File: src/rtl/plt_pkg.sv
`default_nettype none

package plt_pkg;

  localparam int unsigned TableEntries = 16;
  localparam int unsigned MaxResults   = 16;

  localparam int unsigned IdxW  = (TableEntries > 1) ? $clog2(TableEntries) : 1;
  localparam int unsigned CntW  = $clog2(TableEntries + 1);
  localparam int unsigned FireW = $clog2(MaxResults + 1);

  typedef enum logic [1:0] {
    OP_TICK  = 2'd0,
    OP_REG   = 2'd1,
    OP_UNREG = 2'd2
  } op_e;

  typedef enum logic [2:0] {
    EV_FIRED    = 3'd0,
    EV_NONE     = 3'd1,
    EV_ADDED    = 3'd2,
    EV_UPDATED  = 3'd3,
    EV_FULL     = 3'd4,
    EV_REMOVED  = 3'd5,
    EV_NOTFOUND = 3'd6
  } event_e;

  typedef enum logic [1:0] {
    ST_IDLE,
    ST_TICK,
    ST_SCAN,
    ST_SHIFT
  } state_e;

  typedef struct packed {
    logic [1:0]  op;
    logic [7:0]  listener_id;
    logic [31:0] period_us;
  } cmd_t;

  typedef struct packed {
    logic [2:0] event_res;
    logic [7:0] fired_id;
    logic       last;
  } res_t;

  typedef struct packed {
    logic [7:0]  key;
    logic [31:0] period;
    logic [31:0] remaining;
  } entry_t;

endpackage

`default_nettype wire

File: src/rtl/periodic_listener_timer_table_core.sv
// Tick: one entry read and written a cycle.
// Register: key scan; one result in the last busy cycle.
// Unregister: key scan, then each entry behind the match is moved up one place.
// The next command is taken at the first edge after busy falls.
// Reset clears entry count and sets the interval to 1000; entries are not cleared.
// Results appear one cycle each on res_valid_o; the receiver cannot stall.
`default_nettype none

module periodic_listener_timer_table_core (
  input  wire logic          clk_i,
  input  wire logic          rst_ni,
  input  wire logic          start,
  output      logic          busy,
  input  wire plt_pkg::cmd_t cmd_i,
  input  wire logic          cfg_we_i,
  input  wire logic [31:0]   cfg_wdata_i,
  output      logic          res_valid_o,
  output      plt_pkg::res_t res_o
);
  import plt_pkg::*;

  state_e state_q, state_d;

  logic [1:0]      op_q;
  logic [7:0]      id_q;
  logic [31:0]     period_q;
  logic [31:0]     interval_q;
  logic [CntW-1:0] count_q, count_d;
  logic [CntW-1:0] rd_idx_q, rd_idx_d;
  logic            rd_vld_q, rd_vld_d;
  logic [IdxW-1:0] rd_pos_q;
  logic            pend_vld_q, pend_vld_d;
  logic [7:0]      pend_id_q, pend_id_d;
  logic [FireW-1:0] nfired_q, nfired_d;

  entry_t          mem [TableEntries];
  entry_t          rdata_q;
  logic            mem_we;
  logic [IdxW-1:0] mem_wa;
  entry_t          mem_wd;

  logic issue_ok;
  logic match_now;
  logic fire;
  logic accept;

  assign accept    = start && (state_q == ST_IDLE);
  assign busy      = (state_q != ST_IDLE);
  assign issue_ok  = (rd_idx_q < count_q);
  assign match_now = rd_vld_q && (rdata_q.key == id_q);
  assign fire      = (rdata_q.remaining <= interval_q);

  // next state
  always_comb begin
    state_d = state_q;
    case (state_q)
      ST_IDLE: begin
        if (start) begin
          case (cmd_i.op)
            OP_TICK:  state_d = ST_TICK;
            OP_REG:   state_d = ST_SCAN;
            OP_UNREG: state_d = ST_SCAN;
            default:  state_d = ST_IDLE;
          endcase
        end
      end
      ST_TICK: begin
        if (!issue_ok && !rd_vld_q) state_d = ST_IDLE;
      end
      ST_SCAN: begin
        if (match_now) begin
          state_d = (op_q == OP_UNREG) ? ST_SHIFT : ST_IDLE;
        end else if (!issue_ok && !rd_vld_q) begin
          state_d = ST_IDLE;
        end
      end
      ST_SHIFT: begin
        if (!issue_ok && !rd_vld_q) state_d = ST_IDLE;
      end
      default: state_d = ST_IDLE;
    endcase
  end

  // datapath and outputs
  always_comb begin
    count_d     = count_q;
    rd_idx_d    = rd_idx_q;
    rd_vld_d    = 1'b0;
    pend_vld_d  = pend_vld_q;
    pend_id_d   = pend_id_q;
    nfired_d    = nfired_q;
    mem_we      = 1'b0;
    mem_wa      = rd_pos_q;
    mem_wd      = rdata_q;
    res_valid_o = 1'b0;
    res_o       = '{event_res: EV_NONE, fired_id: 8'd0, last: 1'b1};

    case (state_q)
      ST_IDLE: begin
        rd_idx_d   = '0;
        pend_vld_d = 1'b0;
        nfired_d   = '0;
      end
      ST_TICK: begin
        if (issue_ok) begin
          rd_vld_d = 1'b1;
          rd_idx_d = rd_idx_q + CntW'(1);
        end
        if (rd_vld_q) begin
          mem_we           = 1'b1;
          mem_wd.remaining = fire ? rdata_q.period : (rdata_q.remaining - interval_q);
          if (fire && (nfired_q < FireW'(MaxResults))) begin
            if (pend_vld_q) begin
              res_valid_o = 1'b1;
              res_o       = '{event_res: EV_FIRED, fired_id: pend_id_q, last: 1'b0};
            end
            pend_vld_d = 1'b1;
            pend_id_d  = rdata_q.key;
            nfired_d   = nfired_q + FireW'(1);
          end
        end else if (!issue_ok) begin
          res_valid_o = 1'b1;
          if (pend_vld_q) begin
            res_o = '{event_res: EV_FIRED, fired_id: pend_id_q, last: 1'b1};
          end
        end
      end
      ST_SCAN: begin
        if (match_now) begin
          if (op_q == OP_UNREG) begin
            rd_idx_d = CntW'(rd_pos_q) + CntW'(1);
          end else begin
            mem_we      = 1'b1;
            mem_wd      = '{key: id_q, period: period_q, remaining: period_q};
            res_valid_o = 1'b1;
            res_o       = '{event_res: EV_UPDATED, fired_id: id_q, last: 1'b1};
          end
        end else begin
          if (issue_ok) begin
            rd_vld_d = 1'b1;
            rd_idx_d = rd_idx_q + CntW'(1);
          end else if (!rd_vld_q) begin
            res_valid_o = 1'b1;
            if (op_q == OP_UNREG) begin
              res_o = '{event_res: EV_NOTFOUND, fired_id: id_q, last: 1'b1};
            end else if (count_q == CntW'(TableEntries)) begin
              res_o = '{event_res: EV_FULL, fired_id: id_q, last: 1'b1};
            end else begin
              mem_we  = 1'b1;
              mem_wa  = count_q[IdxW-1:0];
              mem_wd  = '{key: id_q, period: period_q, remaining: period_q};
              count_d = count_q + CntW'(1);
              res_o   = '{event_res: EV_ADDED, fired_id: id_q, last: 1'b1};
            end
          end
        end
      end
      ST_SHIFT: begin
        if (issue_ok) begin
          rd_vld_d = 1'b1;
          rd_idx_d = rd_idx_q + CntW'(1);
        end
        if (rd_vld_q) begin
          mem_we = 1'b1;
          mem_wa = rd_pos_q - IdxW'(1);
        end else if (!issue_ok) begin
          count_d     = count_q - CntW'(1);
          res_valid_o = 1'b1;
          res_o       = '{event_res: EV_REMOVED, fired_id: id_q, last: 1'b1};
        end
      end
      default: ;
    endcase
  end

  always_ff @(posedge clk_i) begin
    if (mem_we) begin
      mem[mem_wa] <= mem_wd;
    end
    rdata_q <= mem[rd_idx_q[IdxW-1:0]];
  end

  always_ff @(posedge clk_i) begin
    rd_pos_q  <= rd_idx_q[IdxW-1:0];
    pend_id_q <= pend_id_d;
    if (accept) begin
      op_q     <= cmd_i.op;
      id_q     <= cmd_i.listener_id;
      period_q <= cmd_i.period_us;
    end
  end

  always_ff @(posedge clk_i or negedge rst_ni) begin
    if (!rst_ni) begin
      state_q    <= ST_IDLE;
      count_q    <= '0;
      rd_idx_q   <= '0;
      rd_vld_q   <= 1'b0;
      pend_vld_q <= 1'b0;
      nfired_q   <= '0;
      interval_q <= 32'd1000;
    end else begin
      state_q    <= state_d;
      count_q    <= count_d;
      rd_idx_q   <= rd_idx_d;
      rd_vld_q   <= rd_vld_d;
      pend_vld_q <= pend_vld_d;
      nfired_q   <= nfired_d;
      if (cfg_we_i) begin
        interval_q <= cfg_wdata_i;
      end
    end
  end

endmodule

`default_nettype wire

File: config.mk
export PLATFORM = sky130hd
export DESIGN_NAME = periodic_listener_timer_table_core
export DESIGN_NICKNAME = d
export VERILOG_FILES = /design/src/rtl/plt_pkg.sv /design/src/rtl/periodic_listener_timer_table_core.sv
export SDC_FILE = /design/constraint.sdc
export NUM_CORES = 1
export LEC_CHECK = 0
export BUFFER_PORTS_ARGS = -buffer_cell sky130_fd_sc_hd__clkbuf_2
export CAP_MARGIN = 25
export CORE_UTILIZATION = 39
export CTS_CLUSTER_DIAMETER = 80
export DETAILED_ROUTE_END_ITERATION = 8
export SLEW_MARGIN = 15
export SYNTH_ARGS = -nofsm -noshare
export SYNTH_HDL_FRONTEND = slang
export SYNTH_SLANG_ARGS = --single-unit
File: constraint.sdc
create_clock -name clk_i -period 9.35 [get_ports clk_i]
set_input_delay 1.87 -clock clk_i [delete_from_list [all_inputs] [get_ports clk_i]]
set_output_delay 1.87 -clock clk_i [all_outputs]
set_load 0.01 [all_outputs]
-- Word-level counts from Yosys, hierarchy flattened
Memories as Yosys holds them, arrays and structs flattened. A register that Yosys moved wholly into a read port is not among the register bits.
Cells that the tools add are included.
- bits in registers: 105
- RAM bits: 1152
- input bits: 78
- memories kept: 1
- memories (name ; words ; bits a word ; read ports ; clocked after memory_dff ; write ports ; RTL line ; text):
    mem ; 16 ; 72 ; 1 ; 1 ; 1 ; periodic_listener_timer_table_core.sv:36 ; entry_t mem [TableEntries];
- $add $sub $neg: 7
- $lt $le $gt $ge: 3
- equality and inequality tests: 19
- mux-type cells: 77
- reduce and logical (&&, ||, !) cells: 16
- operators by type and width (cell ; number):
    72-bit 2-to-1 mux ; 6
    12-bit 2-to-1 mux ; 9
    32-bit 2-to-1 mux ; 2
    32-bit one-hot mux with 2 select lines ; 1
    5-bit 2-to-1 mux ; 12
    40-bit 2-to-1 mux ; 1
    12-bit one-hot mux with 3 select lines ; 1
    32-bit less-or-equal comparator ; 1
    32-bit subtractor ; 1
    10-bit 2-to-1 mux ; 3
    4-bit 2-to-1 mux ; 6
    1-bit 2-to-1 mux ; 21
    2-bit inequality test (second input constant) ; 10
    5-bit one-hot mux with 2 select lines ; 2
    5-bit by 1-bit adder with 5-bit output (second input constant) ; 3
    5-bit one-hot mux with 3 select lines ; 1
    11-bit 2-to-1 mux ; 1
    2-bit equality test (second input constant) ; 4
    8-bit equality test ; 1
    2-bit 2-to-1 mux ; 4
    4-bit one-hot mux with 2 select lines ; 1
    8-bit AND reduction ; 1
    1-bit one-hot mux with 2 select lines ; 3
    2-bit one-hot mux with 3 select lines ; 1
    other kinds (16) ; 26

-- Depth between registers and ports, before layout
- depth after elaboration: 9
- gate-level depth with buffers: 14

-- Worst setup path after synthesis
No wires, ideal clock.
- kind: register -> register
- from: register count_q[4]
- to: memory mem[6][0] (netlist name) (enable)
- data arrival time: 5.241 ns
- data required time: 8.847 ns
- slack: 3.606 ns
- cell stages (with the launch flop): 11
- clock period less this slack: 5.744 ns
- cell sequence: dfrtp_1 inv_1 ha_1 nand2_1 or2_2 o21ai_2 mux2_1 a222oi_1 and3_1 nand2_1 nor2_1
- longest elaborated chain between the ends: 9
- elaborated cells on any way between the ends: 16
- classes of those cells: order compare (1); eq/ne (1); mux (14)
- ends and longest elaborated chain (item ; RTL line ; text):
    start, declared ; periodic_listener_timer_table_core.sv:28 ; logic [CntW-1:0] count_q, count_d;
    start signal, assigned ; periodic_listener_timer_table_core.sv:204 ; count_q <= count_d;
    5-bit equality test ; periodic_listener_timer_table_core.sv:146 ; end else if (count_q == CntW'(TableEntries)) begin
    1-bit 2-to-1 mux ; periodic_listener_timer_table_core.sv:146 ;
    1-bit 2-to-1 mux ; periodic_listener_timer_table_core.sv:144 ; if (op_q == OP_UNREG) begin
    1-bit 2-to-1 mux ; periodic_listener_timer_table_core.sv:142 ; end else if (!rd_vld_q) begin
    1-bit 2-to-1 mux ; periodic_listener_timer_table_core.sv:139 ; if (issue_ok) begin
    1-bit 2-to-1 mux ; periodic_listener_timer_table_core.sv:129 ; if (match_now) begin
    1-bit one-hot mux with 2 select lines ; periodic_listener_timer_table_core.sv:98 ; case (state_q)
    1-bit 2-to-1 mux ; periodic_listener_timer_table_core.sv:177 ; if (mem_we) begin
    1-bit 2-to-1 mux (not written as such) ; periodic_listener_timer_table_core.sv:178 ; mem[mem_wa] <= mem_wd;
    end, declared ; periodic_listener_timer_table_core.sv:36 ;
Several ways; a longest one is shown, not always the timed one.

==> metrics.md <==
| Metric | Value |
|---|---|
| Run status | complete, no violations |
| Least-Margin Pin Slew | around 1300 ps |
| Layout Skew | 24.46 ps |
| Ys flop type | edfxtp_1 |
| Most common cell after layout, fill and taps aside | edfxtp_1 |
| Peak VDD IR | about 0.21 mV |
| Initial core utilization | 39.24% |
| Worst path cell trace | ha_1, fa_1, nand2b_1, a21oi_1, o21bai_1, a21oi_1, o31a_1, o21a_2, o21ai_1, and4_1, a22o_1, clkbuf_2 |
| Reg2Reg Setup Slack | about 4000 ps |
| Setup violations, final | 0 |
| Final ANT Viol Nets | 0 |
| Combinational share of power | about 28% |
| CP Launch Point | interval_q[0] |
| Max Clock Freq | approximately 0.17 GHz |
| Critical R2R Launch | interval_q[0] |
| Post-CTS sizing | 0 |
| Row cnt | 134 |
| Post-Route WL | 131,600 um |
| PwrDens | between 300 and 400 nW/um^2 |
| Htree depth | 4 |
| Synth unique cells | 74 |
| Cells after synthesis | ~2,500 |
| CP Launch Type | register |
| # IOs | 92 |
| Die height | 368.2 um |
| Drt via density | ~5.8 |
| Flops & latches, synth | around 1,300 |
| Grt ovf | 0 |
| Crit path DAT | ~4000 ps |
| Switching part of the total power | about 31% |
| Die Area | between 100,000 and 150,000 um^2 |
| Crit-path most repeated cell | a21oi_1 |
| Final Max Slew Viols | 0 |
| Residual DRC count | 0 |
| Area delta synth->final | 14.20% |
| NetSw | a little under 6 mW |
| Final HPWL DP | ~75,000 um |
| P_leak | 19.05 nW |
| Part of the cycle the worst path needs | 62.79% |
| P_int | approximately 13 mW |
| Fill cell count | 11,200 |
| Hold Fails Final Rpt | 0 |
| EDFF count, synth | 1,202 |
| Syn_nets | roughly 2,700 |
| Gpl congestion | ~0.9 |
| Largest net degree at the start of global routing | around 150 |
| Initial antenna violation count | 5 |
| Global-route wire length before repair | approximately 190,000 um |
| Most frequent cells in the layout | 1,202 x edfxtp_1, 360 x mux4_2, 138 x clkbuf_16, 94 x nand2_1, 91 x clkbuf_2 |
| RSZ-0062 raised after global routing | false |
| Clock Path Buffers | 3 |
| Worst EP required | around 7500 ps |
| FF-to-FF path depth | 12 |
| Die width | 368.2 um |
| Flop pwr share | between 40% and 50% |
| Sink Count | 1,329 |
| DRT Pass-1 Iters | 5 |
| Worst Setup End Kind | primary output |
| N_diodes | 0 |
| Hold_buf cts | 0 |
| Clock share of power | between 20% and 30% |
| Setup Fix Bufs, Post-CTS | 0 |
| Crit-path max cell delay | between 400 and 500 ps |
| Vias in the first global route | 26,970 |
| WHS | approximately 480 ps |
| Setup TNS | 0 ps |
| CTS tree | yes |
| Core area | 133,300 um^2 |
| DR WL/cell | 28.69 um |
| Crit path max-delay cell type | fa_1 |
| Setup crit end | res_o[6] |
| Total Routing Usage GR | 19.56% |
| Worst R2R End | mem[9][20] |
| I/O Buffers | between 90 and 100 |
| Clk slew on worst S/H paths | 60 ps |
| Proportion of layout cells with a drive suffix above 1 | between 20 and 30% |
| Mapped Area | between 50,000 and 60,000 um^2 |
| Post-synth ARST share | about 3.8% |
| Crit path time final | between 5000 and 6000 ps |
| Max-cap violations | 0 |
| Syn_area_per_cell | approximately 21 um^2 |
| WS Path Type | reg2out |
| Crit path max fanout | 8 |
| Via count | ~26,000 |
| Seq/Total Area, Yosys | between 70% and 80% |
| CTS buffer count | 136 |
| Clk_lat worst skew | around 760 ps |
| Tightest Hold Check Type | reg2reg |
| Yosys warning count | 0 |
| Layout net count | 2,839 |
| DR iter-0 viols | just over 3,000 |
| Worst slew margin | a little over an eighth |
| Root Driver | clkbuf_16 |
## worst max-delay path: cells and delay by family, from the launching register on
kind	cells	cell delay, ps
AOI/OAI and AO/OA	7	1570
and+or+nand+nor	2	520
buffers and inverters	1	120
adders and majority gates	2	650
DFF	1	380
## metrics by stage
stage	setup slack [ps]	cells	cell area (um^2)	util, %	total power, mW
after floorplan	3606	2527	52300	-	11.80
after global placement	4179	4328	55130	41.36	13.50
after detailed placement	4017	4331	55160	41.38	13.70
after CTS	3438	4578	59590	44.71	19.11
after global routing	3248	4588	59730	44.81	19.82
final	3480	4588	59730	44.81	19.08
## kinds of logic (layout without fill, tap and decap cells)
family	Yosys count	count (layout)	share of synthesized area (%)
AOI/OAI and AO/OA	262	262	3.277
xor gates and xnor gates	51	51	0.8540
buffers and inverters	183	476	1.416
adders and majority gates	50	50	1.225
and+or+nand+nor	225	225	1.964
DFF	1329	1329	74.38
muxes	427	427	16.89
## per-layer routing
metal / share of wire [%] / vias to the layer above / global-route usage [%]
li1: - / 10840 / -
met1: 43 / 14310 / 28.23
met2: 47 / 1119 / 30.54
met3: 7.7 / 180 / 3.474
met4: 2.1 / 2 / 5.434
met5: 0.0099 / - / 0
## final cells by class
class                   instances  area, um^2  area share, %
multi-input cells            1015       12830          21.48
well taps                    1768        2212          3.704
clock buffers                 187        3717          6.224
clock inverters                60       715.7          1.198
flip-flops and latches       1329       38910          65.15
repair buffers                173        1131          1.894
inverters                      56       210.2         0.3519
## cell usage after synthesis, types with 13 or more instances
master	number	area, um^2
a21o_1	15	112.6
a21oi_1	39	195.2
a22oi_1	24	180.2
buf_1	26	97.59
buf_2	17	85.08
clkbuf_1	77	289.0
dfrtp_1	45	1126
dfxtp_1	76	1521
edfxtp_1	1202	36090
ha_1	48	600.6
inv_1	55	206.5
mux2_2	42	473.0
mux2i_1	24	240.2
mux4_2	360	8108
nand2_1	94	352.8
nand3_1	14	70.07
nor2_1	55	206.5
nor3_1	13	65.06
o21ai_0	88	440.4
xnor2_1	31	271.5
xor2_1	20	175.2
## sequential cells by signal, summed over array words and instances, names as in the netlist
signal      cells
count_q         5
id_q            8
interval_q     32
mem          1152
nfired_q        5
op_q            2
pend_id_q       8
pend_vld_q      1
period_q       32
rd_idx_q        5
rd_pos_q        4
rd_vld_q        1
rdata_q        72
state_q         2
## power by group through the flow
stage                     clock network, mW  registers [mW]  logic [mW]
after CTS                              5.51            8.42        5.18
after global routing                   5.74            8.44        5.65
final                                  5.41            8.41        5.26
after detailed placement                  0            8.54        5.16
after floorplan                           0            8.25        3.55
after global placement                    0            8.54        4.96
## worst min-delay path by stage
stage | depth (start not counted) | end | from
4_1_cts | 0 | pend_id_q[3] | rdata_q[67]
3_3_place_gp | 0 | pend_id_q[3] | rdata_q[67]
5_1_grt | 0 | pend_id_q[3] | rdata_q[67]
6_report | 0 | pend_id_q[3] | rdata_q[67]
2_1_floorplan | 0 | rd_pos_q[0] | rd_idx_q[0]
3_5_place_dp | 0 | pend_id_q[3] | rdata_q[67]
(Power assumes the default switching activity.)
